===== config.mk =====
export PLATFORM = sky130hd
export DESIGN_NAME = caret_box_code_text_filter_flat
export DESIGN_NICKNAME = d
export VERILOG_FILES = /design/src/hw/rtl/cbf_pkg.sv /design/src/hw/rtl/cbf_channel_if.sv /design/src/hw/rtl/cbf_front.sv /design/src/hw/rtl/cbf_queue.sv /design/src/hw/rtl/cbf_back.sv /design/src/hw/rtl/caret_box_code_text_filter.sv /design/src/flat_wrapper.sv
export VERILOG_INCLUDE_DIRS = /design/src /design/src/hw/rtl
export SDC_FILE = /design/constraint.sdc
export NUM_CORES = 1
export LEC_CHECK = 0
export CAP_MARGIN = 20
export CORE_MARGIN = 2
export CORE_UTILIZATION = 25
export DETAILED_ROUTE_END_ITERATION = 8
export DONT_BUFFER_PORTS = 1
export SLEW_MARGIN = 20
export SYNTH_ARGS = -nofsm -noshare
export SYNTH_HDL_FRONTEND = slang
export SYNTH_SLANG_ARGS = --single-unit

===== constraint.sdc =====
create_clock -name clock -period 4.2 [get_ports clock]
set_input_delay 0.63 -clock clock [delete_from_list [all_inputs] [get_ports clock]]
set_output_delay 0.63 -clock clock [all_outputs]
set_load 0.01 [all_outputs]

===== src/hw/rtl/assert_macros.svh =====
// assertion macros shared by the caret box-code filter rtl
// no dependencies; included by the files that carry assertions
`ifndef ASSERT_MACROS_SVH
`define ASSERT_MACROS_SVH

// same-cycle implication, switched off while reset is high
`define CBF_ASSERT_IMPLY(lbl, clk, rst, ante, cons, msg) \
   lbl: assert property (@(posedge clk) disable iff (rst) (ante) |-> (cons)) \
      else $error(msg);

// next-cycle implication, switched off while reset is high
`define CBF_ASSERT_NEXT(lbl, clk, rst, ante, cons, msg) \
   lbl: assert property (@(posedge clk) disable iff (rst) (ante) |=> (cons)) \
      else $error(msg);

`endif


===== src/hw/rtl/cbf_pkg.sv =====
// shared types, character codes and the box-code mapping for the caret filter
// no dependencies
package cbf_pkg;

   localparam logic [7:0] CH_CARET = 8'h5E;
   localparam logic [7:0] CH_NL    = 8'h0A;
   localparam logic [7:0] CH_PLUS  = 8'h2B;
   localparam logic [7:0] CH_DASH  = 8'h2D;
   localparam logic [7:0] CH_BAR   = 8'h7C;
   localparam logic [7:0] CH_SPACE = 8'h20;
   localparam logic [7:0] CH_ZERO  = 8'h30;

   // box codes
   localparam logic [7:0] CH_A   = 8'h41;
   localparam logic [7:0] CH_B   = 8'h42;
   localparam logic [7:0] CH_C   = 8'h43;
   localparam logic [7:0] CH_D   = 8'h44;
   localparam logic [7:0] CH_E   = 8'h45;
   localparam logic [7:0] CH_F   = 8'h46;
   localparam logic [7:0] CH_G   = 8'h47;
   localparam logic [7:0] CH_H   = 8'h48;
   localparam logic [7:0] CH_I   = 8'h49;
   localparam logic [7:0] CH_J   = 8'h4A;
   localparam logic [7:0] CH_K   = 8'h4B;
   localparam logic [7:0] CH_L   = 8'h4C;
   localparam logic [7:0] CH_ONE = 8'h31;
   localparam logic [7:0] CH_SIX = 8'h36;

   // smallest number of digits shown in a line prefix
   localparam int MIN_SHOWN = 3;

   // work queue between front and back, power of two
   localparam int QUEUE_DEPTH = 4;
   localparam int QPTR_W      = $clog2(QUEUE_DEPTH);
   localparam int QCNT_W      = QPTR_W + 1;

   typedef struct packed {
      logic       keep;
      logic [7:0] ch;
   } cbf_char_type;

   // what one transaction asks the back end to write, besides the prefix digits
   typedef struct packed {
      logic       nl;
      logic       prefix;
      logic       char_v;
      logic [7:0] ch;
   } cbf_ctl_type;

   function automatic cbf_char_type cbf_map(input logic [7:0] c);
      cbf_char_type r;
      r.keep = 1'b1;
      r.ch   = c;
      unique case (c) inside
         CH_A, CH_B, CH_C, CH_D, CH_H: r.ch = CH_PLUS;
         CH_G, CH_I, CH_J:             r.ch = CH_DASH;
         CH_K, CH_L, CH_E, CH_F:       r.ch = CH_BAR;
         CH_ONE, CH_SIX:               r.keep = 1'b0;
         default:                      r.ch = c;
      endcase
      return r;
   endfunction

endpackage


===== src/hw/rtl/cbf_channel_if.sv =====
// valid/ready channel interfaces for the caret filter request and response
// no dependencies
interface cbf_req_if;
   logic       valid;
   logic       ready;
   logic [7:0] in_char;

   modport source (output valid, output in_char, input ready);
   modport sink   (input valid, input in_char, output ready);
endinterface

interface cbf_rsp_if;
   logic       valid;
   logic       ready;
   logic [7:0] out_char;
   logic       last_of_run;

   modport source (output valid, output out_char, output last_of_run, input ready);
   modport sink   (input valid, input out_char, input last_of_run, output ready);
endinterface


===== src/hw/rtl/cbf_front.sv =====
// front end: accepts text bytes, tracks caret/run/line state, classifies each byte
// depends on cbf_pkg, cbf_channel_if and assert_macros.svh
`include "assert_macros.svh"

module cbf_front #(
   parameter int LINE_DIGITS = 5,
   parameter int IDX_W       = $clog2(LINE_DIGITS)
) (
   input  logic                            clock,
   input  logic                            reset,
   input  logic                            csr_wr_en,
   input  logic                            csr_wr_data,
   cbf_req_if.sink                         req_chan,
   input  logic                            q_full,
   output logic                            q_push,
   output cbf_pkg::cbf_ctl_type            q_ctl,
   output logic [LINE_DIGITS-1:0][3:0]     q_digits,
   output logic [IDX_W-1:0]                q_top
);
   import cbf_pkg::*;

   logic [7:0]                  prev_ff, prev_in;
   logic                        run_ff, run_in;
   logic                        show_ff, show_in;
   logic [LINE_DIGITS-1:0][3:0] digits_ff, digits_in;

   logic                        accept;
   logic [7:0]                  c;
   logic                        is_caret, prev_caret, prev_nl;
   logic                        run_tog;
   logic                        count_one, all_nine, lower_nine;
   logic [LINE_DIGITS-1:0][3:0] digits_adv;
   logic [IDX_W-1:0]            top;
   logic                        do_prefix;
   cbf_char_type                mapped;

   assign c          = req_chan.in_char;
   assign req_chan.ready = !q_full;
   assign accept     = req_chan.valid && !q_full;
   assign is_caret   = (c == CH_CARET);
   assign prev_caret = (prev_ff == CH_CARET);
   assign prev_nl    = (prev_ff == CH_NL);
   assign run_tog    = run_ff ^ (is_caret && prev_caret);
   assign mapped     = cbf_map(c);

   // counter value one, saturation, bcd increment and leading digit
   always_comb begin
      count_one  = (digits_ff[0] == 4'd1);
      all_nine   = 1'b1;
      lower_nine = 1'b1;
      top        = IDX_W'(MIN_SHOWN - 1);
      digits_adv = digits_ff;
      for (int i = 0; i < LINE_DIGITS; i++) begin
         if (i > 0 && digits_ff[i] != 4'd0) begin
            count_one = 1'b0;
         end
         if (digits_ff[i] != 4'd9) begin
            all_nine = 1'b0;
         end
         if (lower_nine) begin
            digits_adv[i] = (digits_ff[i] >= 4'd9) ? 4'd0 : digits_ff[i] + 4'd1;
         end
         lower_nine = lower_nine && (digits_ff[i] >= 4'd9);
         if (digits_ff[i] != 4'd0 && i > MIN_SHOWN - 1) begin
            top = IDX_W'(i);
         end
      end
      if (all_nine) begin
         digits_adv = digits_ff;
      end
   end

   assign do_prefix = show_ff && (prev_nl || count_one);

   always_comb begin
      q_ctl.nl     = prev_nl;
      q_ctl.prefix = do_prefix;
      q_ctl.char_v = 1'b0;
      q_ctl.ch     = c;
      if (!is_caret && c != CH_NL) begin
         if (!prev_nl && (run_tog || prev_caret)) begin
            q_ctl.char_v = mapped.keep;
            q_ctl.ch     = mapped.ch;
         end else begin
            q_ctl.char_v = 1'b1;
         end
      end
   end

   assign q_digits = digits_ff;
   assign q_top    = top;
   assign q_push   = accept && (q_ctl.nl || q_ctl.prefix || q_ctl.char_v);

   always_comb begin
      prev_in   = prev_ff;
      run_in    = run_ff;
      digits_in = digits_ff;
      show_in   = csr_wr_en ? csr_wr_data : show_ff;
      if (accept) begin
         prev_in = c;
         run_in  = prev_nl ? 1'b0 : run_tog;
         if (do_prefix) begin
            digits_in = digits_adv;
         end
      end
   end

   always_ff @(posedge clock) begin
      if (reset) begin
         prev_ff   <= '0;
         run_ff    <= 1'b0;
         show_ff   <= 1'b0;
         digits_ff <= {{(LINE_DIGITS - 1){4'd0}}, 4'd1};
      end else begin
         prev_ff   <= prev_in;
         run_ff    <= run_in;
         show_ff   <= show_in;
         digits_ff <= digits_in;
      end
   end

   `CBF_ASSERT_NEXT(a_nl_clears_run, clock, reset, accept && prev_nl, !run_ff, "run mode kept")

endmodule


===== src/hw/rtl/cbf_queue.sv =====
// short work queue that decouples the front end from the back end
// depends on cbf_pkg and assert_macros.svh
`include "assert_macros.svh"

module cbf_queue #(
   parameter int WIDTH = 36
) (
   input  logic             clock,
   input  logic             reset,
   input  logic             push,
   input  logic [WIDTH-1:0] push_data,
   input  logic             pop,
   output logic             full,
   output logic             head_valid,
   output logic [WIDTH-1:0] head_data
);
   import cbf_pkg::*;

   logic [WIDTH-1:0]  mem_ff [QUEUE_DEPTH];
   logic [QPTR_W-1:0] wr_ptr_ff, wr_ptr_in;
   logic [QPTR_W-1:0] rd_ptr_ff, rd_ptr_in;
   logic [QCNT_W-1:0] count_ff, count_in;

   assign full       = (count_ff == QCNT_W'(QUEUE_DEPTH));
   assign head_valid = (count_ff != '0);
   assign head_data  = mem_ff[rd_ptr_ff];

   always_comb begin
      wr_ptr_in = push ? wr_ptr_ff + 1'b1 : wr_ptr_ff;
      rd_ptr_in = pop  ? rd_ptr_ff + 1'b1 : rd_ptr_ff;
      count_in  = count_ff;
      if (push && !pop) begin
         count_in = count_ff + 1'b1;
      end else if (pop && !push) begin
         count_in = count_ff - 1'b1;
      end
   end

   always_ff @(posedge clock) begin
      if (push) begin
         mem_ff[wr_ptr_ff] <= push_data;
      end
   end

   always_ff @(posedge clock) begin
      if (reset) begin
         wr_ptr_ff <= '0;
         rd_ptr_ff <= '0;
         count_ff  <= '0;
      end else begin
         wr_ptr_ff <= wr_ptr_in;
         rd_ptr_ff <= rd_ptr_in;
         count_ff  <= count_in;
      end
   end

   `CBF_ASSERT_IMPLY(a_no_overflow, clock, reset, full, !push, "push into a full queue")
   `CBF_ASSERT_IMPLY(a_no_underflow, clock, reset, !head_valid, !pop, "pop from an empty queue")

endmodule


===== src/hw/rtl/cbf_back.sv =====
// back end: expands one queued work entry into output bytes, one per cycle while the receiver is ready
// depends on cbf_pkg, cbf_channel_if and assert_macros.svh
`include "assert_macros.svh"

module cbf_back #(
   parameter int LINE_DIGITS = 5,
   parameter int IDX_W       = $clog2(LINE_DIGITS)
) (
   input  logic                            clock,
   input  logic                            reset,
   input  logic                            head_valid,
   input  cbf_pkg::cbf_ctl_type            head_ctl,
   input  logic [LINE_DIGITS-1:0][3:0]     head_digits,
   input  logic [IDX_W-1:0]                head_top,
   output logic                            pop,
   cbf_rsp_if.source                       rsp_chan
);
   import cbf_pkg::*;

   localparam logic [2:0] PH_NL    = 3'd0;
   localparam logic [2:0] PH_DIGIT = 3'd1;
   localparam logic [2:0] PH_SP1   = 3'd2;
   localparam logic [2:0] PH_SP2   = 3'd3;
   localparam logic [2:0] PH_CHAR  = 3'd4;

   logic [2:0]       phase_ff, phase_in;
   logic [IDX_W-1:0] idx_ff, idx_in;
   logic             started_ff, started_in;
   logic             valid_ff, valid_in;
   logic [7:0]       char_ff, char_in;
   logic             last_ff, last_in;

   logic [2:0]       start_phase, cur_phase, next_phase;
   logic [IDX_W-1:0] cur_idx, next_idx;
   logic [7:0]       cur_byte;
   logic             cur_last;
   logic             load;

   assign start_phase = head_ctl.nl ? PH_NL : (head_ctl.prefix ? PH_DIGIT : PH_CHAR);
   assign cur_phase   = started_ff ? phase_ff : start_phase;
   assign cur_idx     = started_ff ? idx_ff : head_top;

   always_comb begin
      cur_byte   = head_ctl.ch;
      cur_last   = 1'b1;
      next_phase = PH_CHAR;
      next_idx   = cur_idx;
      unique case (cur_phase)
         PH_NL: begin
            cur_byte   = CH_NL;
            cur_last   = !head_ctl.prefix && !head_ctl.char_v;
            next_phase = head_ctl.prefix ? PH_DIGIT : PH_CHAR;
            next_idx   = head_top;
         end
         PH_DIGIT: begin
            cur_byte   = CH_ZERO + {4'b0000, head_digits[cur_idx]};
            cur_last   = 1'b0;
            next_phase = (cur_idx == '0) ? PH_SP1 : PH_DIGIT;
            next_idx   = cur_idx - 1'b1;
         end
         PH_SP1: begin
            cur_byte   = CH_SPACE;
            cur_last   = 1'b0;
            next_phase = PH_SP2;
         end
         PH_SP2: begin
            cur_byte   = CH_SPACE;
            cur_last   = !head_ctl.char_v;
            next_phase = PH_CHAR;
         end
         default: begin
            cur_byte   = head_ctl.ch;
            cur_last   = 1'b1;
         end
      endcase
   end

   // output register takes a byte when empty or being drained
   assign load = head_valid && (!valid_ff || rsp_chan.ready);
   assign pop  = load && cur_last;

   always_comb begin
      phase_in   = phase_ff;
      idx_in     = idx_ff;
      started_in = started_ff;
      char_in    = char_ff;
      last_in    = last_ff;
      valid_in   = valid_ff && !rsp_chan.ready;
      if (load) begin
         valid_in   = 1'b1;
         char_in    = cur_byte;
         last_in    = cur_last;
         started_in = !cur_last;
         phase_in   = next_phase;
         idx_in     = next_idx;
      end
   end

   always_ff @(posedge clock) begin
      if (reset) begin
         valid_ff   <= 1'b0;
         started_ff <= 1'b0;
         phase_ff   <= PH_NL;
      end else begin
         valid_ff   <= valid_in;
         started_ff <= started_in;
         phase_ff   <= phase_in;
      end
   end

   always_ff @(posedge clock) begin
      idx_ff  <= idx_in;
      char_ff <= char_in;
      last_ff <= last_in;
   end

   assign rsp_chan.valid       = valid_ff;
   assign rsp_chan.out_char    = char_ff;
   assign rsp_chan.last_of_run = last_ff;

   `CBF_ASSERT_IMPLY(a_started_has_head, clock, reset, started_ff, head_valid, "expansion without a queued entry")

endmodule


===== src/hw/rtl/caret_box_code_text_filter.sv =====
// top level of the caret box-code text filter
// depends on cbf_pkg, cbf_channel_if, cbf_front, cbf_queue and cbf_back
//
// channel    | direction | payload                  | role
// -----------+-----------+--------------------------+------------------------------
// req_chan   | in        | in_char[7:0]             | text bytes, one per transaction
// rsp_chan   | out       | out_char[7:0], last_of_run | filtered bytes, last marks end
// csr_wr_*   | in        | csr_wr_data              | show_line_numbers register
//
// the front end takes one byte a cycle while the work queue has room
// a byte that makes one output byte passes through the work queue and then the back end output register
// a line start with numbering on makes up to LINE_DIGITS + 4 bytes in the back end,
// written by the single output register one byte a cycle while the receiver is ready
// the four-entry queue absorbs those bursts so the request side keeps streaming
// synchronous reset clears line state to line one; no clearing pass is needed
module caret_box_code_text_filter #(
   parameter int LINE_DIGITS = 5
) (
   input  logic       clock,
   input  logic       reset,
   input  logic       csr_wr_en,
   input  logic       csr_wr_data,
   cbf_req_if.sink    req_chan,
   cbf_rsp_if.source  rsp_chan
);
   import cbf_pkg::*;

   localparam int IDX_W  = $clog2(LINE_DIGITS);
   localparam int DESC_W = $bits(cbf_ctl_type) + 4 * LINE_DIGITS + IDX_W;

   // front end to queue
   logic                        f_push;
   cbf_ctl_type                 f_ctl;
   logic [LINE_DIGITS-1:0][3:0] f_digits;
   logic [IDX_W-1:0]            f_top;
   logic [DESC_W-1:0]           push_data;

   // queue to back end
   logic                        q_full;
   logic                        q_valid;
   logic                        q_pop;
   logic [DESC_W-1:0]           head_data;
   cbf_ctl_type                 h_ctl;
   logic [LINE_DIGITS-1:0][3:0] h_digits;
   logic [IDX_W-1:0]            h_top;

   // classification, caret/run state, line counter and the register
   cbf_front #(
      .LINE_DIGITS (LINE_DIGITS),
      .IDX_W       (IDX_W)
   ) u_front (
      .clock       (clock),
      .reset       (reset),
      .csr_wr_en   (csr_wr_en),
      .csr_wr_data (csr_wr_data),
      .req_chan    (req_chan),
      .q_full      (q_full),
      .q_push      (f_push),
      .q_ctl       (f_ctl),
      .q_digits    (f_digits),
      .q_top       (f_top)
   );

   // snapshot of the prefix digits travels with each entry
   assign push_data = {f_ctl, f_digits, f_top};

   cbf_queue #(
      .WIDTH (DESC_W)
   ) u_queue (
      .clock      (clock),
      .reset      (reset),
      .push       (f_push),
      .push_data  (push_data),
      .pop        (q_pop),
      .full       (q_full),
      .head_valid (q_valid),
      .head_data  (head_data)
   );

   assign {h_ctl, h_digits, h_top} = head_data;

   // byte sequencer and output register
   cbf_back #(
      .LINE_DIGITS (LINE_DIGITS),
      .IDX_W       (IDX_W)
   ) u_back (
      .clock       (clock),
      .reset       (reset),
      .head_valid  (q_valid),
      .head_ctl    (h_ctl),
      .head_digits (h_digits),
      .head_top    (h_top),
      .pop         (q_pop),
      .rsp_chan    (rsp_chan)
   );

endmodule


===== src/flat_wrapper.sv =====
// flat-port wrapper written by rule: the top's interface ports become plain ports
module caret_box_code_text_filter_flat import cbf_pkg::*;
#(
   parameter int LINE_DIGITS = 5
)
  (clock, reset, csr_wr_en, csr_wr_data, req_chan_valid, req_chan_in_char, req_chan_ready, rsp_chan_valid, rsp_chan_out_char, rsp_chan_last_of_run, rsp_chan_ready);
  cbf_req_if req_chan_i ();
  cbf_rsp_if rsp_chan_i ();
  input  logic clock;
  input  logic reset;
  input  logic csr_wr_en;
  input  logic csr_wr_data;
  input wire logic [$bits(req_chan_i.valid)-1:0] req_chan_valid;
  input wire logic [$bits(req_chan_i.in_char)-1:0] req_chan_in_char;
  output wire logic [$bits(req_chan_i.ready)-1:0] req_chan_ready;
  output wire logic [$bits(rsp_chan_i.valid)-1:0] rsp_chan_valid;
  output wire logic [$bits(rsp_chan_i.out_char)-1:0] rsp_chan_out_char;
  output wire logic [$bits(rsp_chan_i.last_of_run)-1:0] rsp_chan_last_of_run;
  input wire logic [$bits(rsp_chan_i.ready)-1:0] rsp_chan_ready;
  assign req_chan_i.valid = req_chan_valid;
  assign req_chan_i.in_char = req_chan_in_char;
  assign req_chan_ready = req_chan_i.ready;
  assign rsp_chan_valid = rsp_chan_i.valid;
  assign rsp_chan_out_char = rsp_chan_i.out_char;
  assign rsp_chan_last_of_run = rsp_chan_i.last_of_run;
  assign rsp_chan_i.ready = rsp_chan_ready;
  caret_box_code_text_filter #(.LINE_DIGITS(LINE_DIGITS)) u_core (.clock(clock), .reset(reset), .csr_wr_en(csr_wr_en), .csr_wr_data(csr_wr_data), .req_chan(req_chan_i), .rsp_chan(rsp_chan_i));
endmodule

=== Word-level counts from Yosys, hierarchy flattened ===
Memories as Yosys holds them, arrays and structs flattened. A register that Yosys moved wholly into a read port is not among the register bits.
Cells that the tools add are included.
Widths: inputs -> output; s select.

* Output and inout port bits: 11
* Register bits: 54
* Memories: 1
* Word-level logic and storage cells: 154
* Input bits: 14
* RAM bits: 136

* Equal/unequal tests: 28
* $add $sub $neg: 11
* Bitwise operators: 2
* $lt $le $gt $ge: 6
* Multiplexer cells: 40
* Reduce and logical (&&, ||, !) cells: 49

{| class="wikitable"
|+ Memory list
! name !! depth !! width !! rd ports !! clocked after memory_dff !! write ports !! RTL line !! source
|-
| u_core.u_queue.mem_ff || 4 || 34 || 1 || 1 || 1 || cbf_queue.sv:19 || <nowiki>logic [WIDTH-1:0] mem_ff [QUEUE_DEPTH];</nowiki>
|}

{| class="wikitable"
|+ Operator list
! kind !! count
|-
| $eq 8x7->1 const B || 14
|-
| $pmux 8 s3 || 2
|-
| $mux 4 || 6
|-
| $mux 3 || 7
|-
| $add 4x1->4 const B || 5
|-
| $ge 4x4->1 const B || 5
|-
| $ne 4x4->1 const B || 5
|-
| $eq 8x6->1 const B || 2
|-
| $mux 1 || 16
|-
| $reduce_and 4->1 || 4
|-
| $reduce_bool 4->1 || 4
|-
| $logic_and 1x1->1 || 15
|-
| $bmux 4 s3 || 1
|-
| $logic_not 1->1 || 10
|-
| $mux 9 || 1
|-
| $pmux 3 s3 || 1
|-
| $eq 8x4->1 const B || 1
|-
| $mux 8 || 1
|-
| $ne 8x4->1 const B || 1
|-
| $add 6x4->7 const A || 1
|-
| $eq 3x2->1 const B || 2
|-
| $logic_not 3->1 || 2
|-
| $mux 2 || 3
|-
| $pmux 3 s2 || 1
|-
| other kinds (18) || 26
|}

=== Logic depth before layout (Yosys ltp) ===
Gate-level depths: netlist (run 1).

* Depth in word-level cells: 14
* Mapped depth: 13
* Depth with buffers taken out: 12

=== Cells and area by module ===
Synthesis (run 1) repeated with hierarchy kept, for this count alone.

* Cells, all modules: 645
* Area total of the unflattened synthesis: 8866.0 um2

{| class="wikitable"
|+ Modules (own cells, without submodules)
! module !! cells each !! area an instance (um2) !! times used !! seq. area each (um2)
|-
| cbf_queue || 222 || 5385.2 || 1 || 4264.1
|-
| cbf_front || 291 || 2244.7 || 1 || 600.6
|-
| cbf_back || 132 || 1236.2 || 1 || 460.4
|}

=== Worst setup path after synthesis (run 1) ===
OpenSTA, ideal clock, no wires.

* Path type: reg2reg
* Start point: reg u_core.u_front.prev_ff[2]
* End point: mem u_core.u_queue.mem_ff[0][0] (netlist name) (enable)
* Library setup time: 0.394 ns
* Slack: 1.232 ns
* Arrival time: 2.574 ns
* Path buffers: 1
* Data required time: 3.806 ns
* Stages on the path, launching flop included: 8
* Clock period less this slack: 2.968 ns
* Cell sequence: dfxtp_1 > or3_1 > nor4_4 > o21bai_1 > a31oi_1 > o21ba_2 > buf_2 > and2_1

{| class="wikitable"
|+ RTL lines
! item !! RTL line !! source
|-
| start, declared || cbf_front.sv:22 || <nowiki>logic [7:0] prev_ff, prev_in;</nowiki>
|-
| start signal, assigned || cbf_front.sv:115 || <nowiki>prev_ff <= prev_in;</nowiki>
|-
| end, declared || cbf_queue.sv:19 ||
|}

==> results of run 1 <==
## path summary, 6_finish.rpt
kind                                                start                          end  slack (ns)  cells past startpoint
worst min-delay path                                reset  u_core.u_front.q_digits[10]        0.26                      1
worst min register to register  u_core.u_front.prev_ff[3]    u_core.u_front.prev_ff[3]        0.45                      2
worst max-delay path            u_core.u_front.prev_ff[2]   u_core.u_queue.count_ff[2]        0.97                     11
worst max register to register  u_core.u_front.prev_ff[2]   u_core.u_queue.count_ff[2]        0.97                     11
## power breakdown
group          total [uW]  internal, uW  leakage, uW  switching [uW]
clock network        1680           999     0.000297             682
registers            2510          2350      0.00169             164
logic                1280           543      0.00116             735
## cells by family (layout without fill, tap and decap cells)
logic type	after synthesis	count (layout)	share of synthesized area (%)
DFF	192	192	61.87
and+or+nand+nor	181	181	11.15
AOI/OAI and AO/OA	109	109	8.504
buffers and inverters	57	72	2.835
muxes	52	52	11.02
adders and majority gates	27	27	4.012
xor gates and xnor gates	6	6	0.6107
## registers in the layout (all words and copies together), names as in the netlist, named ones only
| signal | count |
|---|---|
| u_core.u_back.rsp_chan.out_char | 8 |
| u_core.u_back.phase_ff | 3 |
| u_core.u_back.idx_ff | 3 |
| u_core.u_back.started_ff | 1 |
| u_core.u_back.rsp_chan.last_of_run | 1 |
| u_core.u_back.rsp_chan.valid | 1 |
| u_core.u_front.show_ff | 1 |
| u_core.u_front.q_digits | 20 |
| u_core.u_queue.wr_ptr_ff | 2 |
| u_core.u_queue.count_ff | 3 |
| u_core.u_front.run_ff | 1 |
| u_core.u_front.prev_ff | 8 |
| u_core.u_queue.mem_ff | 136 |
| u_core.u_queue.rd_ptr_ff | 2 |
## synthesized netlist by cell type (all sizes together) (5+ instances only)
cell    number
and3         5
edfxtp     148
nand4b       5
ha          26
nand2b       5
nor2b        9
and2        13
clkbuf      15
nor2        29
nor4b        5
o22ai        5
o31ai        7
or3          5
nor3         8
mux4        33
buf         11
nand3       28
dfxtp       44
nand2       50
mux2i       16
inv         31
a21oi       37
nor4         5
o21ai       19
## layout make-up
type | instances | area share [%]
repair buffers | 9 | 0.6941
well taps | 448 | 5.758
flip-flops and latches | 192 | 54.72
clock buffers | 19 | 4.447
multi-input cells | 375 | 31.30
clock inverters | 13 | 1.889
inverters | 31 | 1.195
## worst reg2reg max path, cell delays in order (launching register included)
cell      delay (ns)
dfxtp_1         0.32
or3_1           0.41
nor4_4          0.39
o21bai_1        0.17
a31oi_1         0.37
o21ba_2         0.27
ha_1            0.21
inv_1           0.06
fa_1            0.37
xor2_1          0.15
or3_1           0.31
a21oi_1         0.14
## metal layers
layer / up-vias / wire length, um
met5: - / 0
met4: 0 / 381
met3: 20 / 640
met2: 107 / 8503
met1: 2457 / 7795
li1: 2395 / -
## cells in the final DEF, fill, tap and decap left out, types with 4 or more instances in the layout
| cell type | synthesis | routed |
|---|---|---|
| mux2i_1 | 16 | 16 |
| dfxtp_1 | 44 | 43 |
| nor4b_1 | 5 | 5 |
| inv_1 | 30 | 30 |
| and3_1 | 5 | 5 |
| nand4_1 | 4 | 4 |
| and2_1 | 13 | 9 |
| nand2_1 | 49 | 49 |
| a21oi_1 | 36 | 35 |
| nor2_1 | 29 | 29 |
| o211ai_1 | 4 | 4 |
| o31a_1 | 4 | 4 |
| o21ai_0 | 19 | 19 |
| ha_1 | 26 | 26 |
| nand3_1 | 28 | 28 |
| a31oi_1 | 4 | 4 |
| nor3_1 | 8 | 8 |
| bufinv_16 | 0 | 4 |
| mux4_2 | 30 | 30 |
| nand4b_1 | 5 | 5 |
| and2_2 | 0 | 4 |
| nand2b_1 | 5 | 5 |
| nor2b_1 | 9 | 9 |
| buf_4 | 2 | 9 |
| o31ai_1 | 6 | 6 |
| clkbuf_16 | 0 | 17 |
| o22ai_1 | 5 | 5 |
| edfxtp_1 | 148 | 148 |
| or3_1 | 5 | 5 |
## stage by stage
| stage | setup WS, ns | util [%] | std cells | instance area (um^2) |
|---|---|---|---|---|
| 6_report | 0.9702 | 28.89 | 1087 | 9734 |
| 5_1_grt | 0.6805 | 28.89 | 1087 | 9734 |
| 4_1_cts | 0.9495 | 28.89 | 1087 | 9734 |
| 3_5_place_dp | 0.9489 | 27.06 | 1055 | 9117 |
| 3_3_place_gp | 1.040 | 27.06 | 1055 | 9117 |
| 2_1_floorplan | 1.232 | - | 624 | 8607 |
==> results.cfg, run 1 <==
[logic_synthesis]
syn-mean-instance-area_um2 = 13.79
ys_warn_count = 0
syn_inst = 624
ys.flop_type = edfxtp_1
ys_ff_latch = 192
synth.distinct_cells = 72
syn_nets = 665
synth.largest_area_cell = edfxtp_1
synth_enable_flop_cells = 148
syn_area_um2 = 8607
synth_area_leaders = edfxtp_1, dfxtp_1, mux4_2, ha_1, nand2_1
seq_area_frac_synth_pct = 61.87
synthArstFlopShare_pct = 0
synth_top_cell_area_share_pct = 51.64

[cts]
ctsRootBufferMaster = clkbuf_16
htreeDepth = 4
cts_hold_buf = 0
worst_skew_pair.late_latency_ns = 0.43
cts_buffer_depth = 2
postCtsSetupBuffers = 0
post_cts_resized = 0
cts_tree = yes
clock_sinks = 192
cts_made_buffers = 17
clk_pin_slew_ns = 0.07

[setup_path]
worstPathArrival_ns = 3.60
critPathBufInv = 1
criticalPathCategory = reg -> reg
crit_path_cell_trace = or3_1, nor4_4, o21bai_1, a31oi_1, o21ba_2, ha_1, inv_1, fa_1, xor2_1, or3_1, a21oi_1
critical-path-slowest-cell = or3_1
crit_fanout = 9
crit_path_end_kind = flip-flop
critical-path-top-delay-family = simple AND/OR/NAND/NOR gates
cpMostUsedCell = or3_1
crit_path_max_incr_delay_ns = 0.41
required_ns = 4.57
critPathLaunchType = flip-flop

[cells_and_area]
multi_input_area_um2 = 3047
drive_above_1_share_pct = 13.93
regArea_um2 = 5326
nNetsFinal = 667
antenna_cells = 0
synthToLayoutAreaGrowth_pct = 13.10
nFillCells = 3371

[power]
power.total_uw = 5472
power_density_nw_per_um2 = 562.2
p_leak_uw = 0.003143
ir_worst_vdd_uv = 299.9

[detailed_routing]
drt_wl_total_um = 17320
drt_iter0_drc = 361
wire_per_inst_um = 15.93
drc = 0
dr_total_vias = 4979
drt_pre_antenna_iters = 5
ant_nets = 0
avgViaCountPerCell = 4.580

[sta]
fin_crit_sh_pct = 76.90
rsz0062_at_grt = no
relSlewSlack_pct = 37.75
fin_tns_setup_ns = 0
timing.clock.skew_ns = 0.01083
final.min_clock_period_ns = 3.230
fmax_mhz = 309.6
hold_viol = 0
finalSetupViolCount = 0
hold_ws_ns = 0.2648
slew_violations = 0
worstMarginPinSlew_ns = 0.9258

[grt]
top_usage_layer = met2
track_usage_pct = 10.01
grt_antenna_before_repair = 0
grt_pass1_wl_um = 27700
global_route.overflow_total = 0
grt_start_max_net_pins = 40
use_met1_pct = 12.61
grt_pass1_vias = 5038
use_met2_pct = 16.47
grt_util_met3_pct = 2.269

[floorplanning]
start_util_pct = 25.54
ios = 25
fp.dieW_um = 189.5
dieArea_um2 = 35930
die_h_um = 189.5
row_count = 67
core_um2 = 33700

[flow_run]
drv_cap = 0

[min_path]
hold_class = in -> reg

[run_status]
status = finished, final reports clean

[place]
place_congestion = 0.7794
hpwl_um = 11720
port_buffers = 0
No activity file was read; power rests on OpenSTA's default activity.
==> run 2, diff against run 1 <==
Clock period 4.2 ns to 3.35 ns, I/O delays scaled along.
==> run 2 against run 1 <==
Effect of this change: fmax rose by 4.4%; critical path type unchanged; combinational power rose by 34%; critical endpoint unchanged; highest routed layer unchanged; total power rose by 25%; sequential power rose by 24%; sequential share of layout area fell by 0.68 points; routed wire length rose by 0.16%; first-iteration DRC count rose by 27%; critical path depth rose by 1.
==> results.cfg, run 2 (same netlist as run 1, synthesis figures left out) <==
[run_status]
status = finished, final reports clean

[grt]
grt_pass1_vias = 5101
grt_antenna_before_repair = 0
grt_pass1_wl_um = 27530
global_route.overflow_total = 0
track_usage_pct = 9.925
grt_start_max_net_pins = 40

[cells_and_area]
regArea_um2 = 5326
utilization_pct = 29.25
nNetsFinal = 680
largest_reg_flops = 136
synthToLayoutAreaGrowth_pct = 14.52
multi_input_area_um2 = 3047
drive_above_1_share_pct = 15.95
final_cell_mix = edfxtp_1, nand2_1, dfxtp_1
layout_commonest_cell = edfxtp_1
antenna_cells = 0
top_register = u_core.u_queue.mem_ff
nFillCells = 3369

[sta]
fin_crit_sh_pct = 92.35
fmax_mhz = 323.2
relSlewSlack_pct = 42.00
worstMarginPinSlew_ns = 0.8626
slew_violations = 0
finalSetupViolCount = 0
fin_tns_setup_ns = 0
rsz0062_at_grt = no
hold_viol = 0
timing.clock.skew_ns = 0.01348
final.min_clock_period_ns = 3.094

[flow_run]
drv_cap = 0

[floorplanning]
fp.dieW_um = 189.5
start_util_pct = 25.54
core_um2 = 33700
die_h_um = 189.5
ios = 25
row_count = 67
dieArea_um2 = 35930

[detailed_routing]
drc = 0
drt_pre_antenna_iters = 5
avgViaCountPerCell = 4.622
drt_iter0_drc = 459
ant_nets = 0
drt_wl_total_um = 17350
dr_total_vias = 5084
wire_per_inst_um = 15.77

[setup_path]
criticalPathCategory = reg -> reg
critical-path-slowest-cell = or3b_2
worstPathArrival_ns = 3.45
timing.rr.end = u_core.u_queue.count_ff[2]
r2r_start = u_core.u_front.q_digits[16]
startpoint = u_core.u_front.q_digits[16]
worst-r2r-setup-slack_ns = 0.26
crit_path_cell_trace = inv_1, ha_1, or3b_2, nor2_1, a31o_2, o21ba_2, ha_1, inv_1, fa_1, xor2_1, or3_1, a21oi_1
crit_path_end_kind = flip-flop
critPathBufInv = 2
critical-path-top-delay-family = simple AND/OR/NAND/NOR gates
required_ns = 3.71
rr_worst_depth = 12
crit_fanout = 8
crit_path_max_incr_delay_ns = 0.53
critPathLaunchType = flip-flop

[cts]
cts_hold_buf = 0
htreeDepth = 4
cts_tree = yes
ctsRootBufferMaster = clkbuf_16
clk_pin_slew_ns = 0.07
postCtsSetupBuffers = 0
worst_skew_pair.late_latency_ns = 0.43
cts_buffer_depth = 2
clock_sinks = 192
cts_made_buffers = 17
post_cts_resized = 0

[place]
hpwl_um = 11520
place_congestion = 0.8156
port_buffers = 0

[min_path]
min-delay-start = reset
hold_class = in -> reg
holdPathEnd = u_core.u_front.q_digits[8]
whs_path_depth = 1

[power]
power.share.sequential_pct = 45.5
clkPwrFrac_pct = 29.6
ir_worst_vdd_uv = 397.3
p_leak_uw = 0.003209
power.total_uw = 6856
netSwitchingFraction_pct = 29.69
power.net_switching_uw = 2035
power_density_nw_per_um2 = 695.5
comb_power_share_pct = 24.9
p_int_uw = 4820
run 2: metrics by stage:
stage          hold slack, ns  instance area [um^2]  setup WS (ns)  std cells
2_1_floorplan          0.4312                  8607         0.3821        624
3_3_place_gp           0.4327                  9265         0.3451       1068
3_5_place_dp           0.4355                  9265         0.2784       1068
4_1_cts                0.1242                  9857         0.2479       1100
5_1_grt                0.1109                  9857        0.04926       1100
6_report               0.1346                  9857         0.2561       1100
run 2: worst max-delay path by stage:
stage | to | cells after the start
2_1_floorplan | u_core.u_queue.mem_ff[0][0] | 7
3_3_place_gp | u_core.u_queue.count_ff[2] | 12
3_5_place_dp | u_core.u_queue.count_ff[2] | 12
4_1_cts | u_core.u_queue.count_ff[2] | 12
5_1_grt | u_core.u_queue.count_ff[2] | 12
6_report | u_core.u_queue.count_ff[2] | 12
run 2: power by group through the flow:
stage	combinational [uW]	clock, uW	sequential, uW
global route	1890	2180	3150
detailed placement	1720	0	3170
global placement	1720	0	3170
CTS	1730	2070	3130
floorplan	1280	0	3120
finish	1710	2030	3120
run 2: layer usage:
layer	routed length, um	vias to the layer above	GRT usage (%)
met1	7981	2539	12.70
li1	-	2413	-
met5	0	-	0
met4	376	0	3.816
met3	690	22	2.417
met2	8299	110	16.24
run 2: worst register-to-register path, stage by stage (launching register included):
cell	delay (ns)
dfxtp_1	0.38
inv_1	0.15
ha_1	0.15
or3b_2	0.53
nor2_1	0.17
a31o_2	0.19
o21ba_2	0.22
ha_1	0.20
inv_1	0.06
fa_1	0.37
xor2_1	0.16
or3_1	0.30
a21oi_1	0.16
run 2: cell type report:
class,count,area share (%)
clock buffers,19,4.494
clock inverters,13,1.511
inverters,31,1.181
multi-input cells,375,30.91
flip-flops and latches,192,54.04
well taps,448,5.687
repair buffers,22,2.183
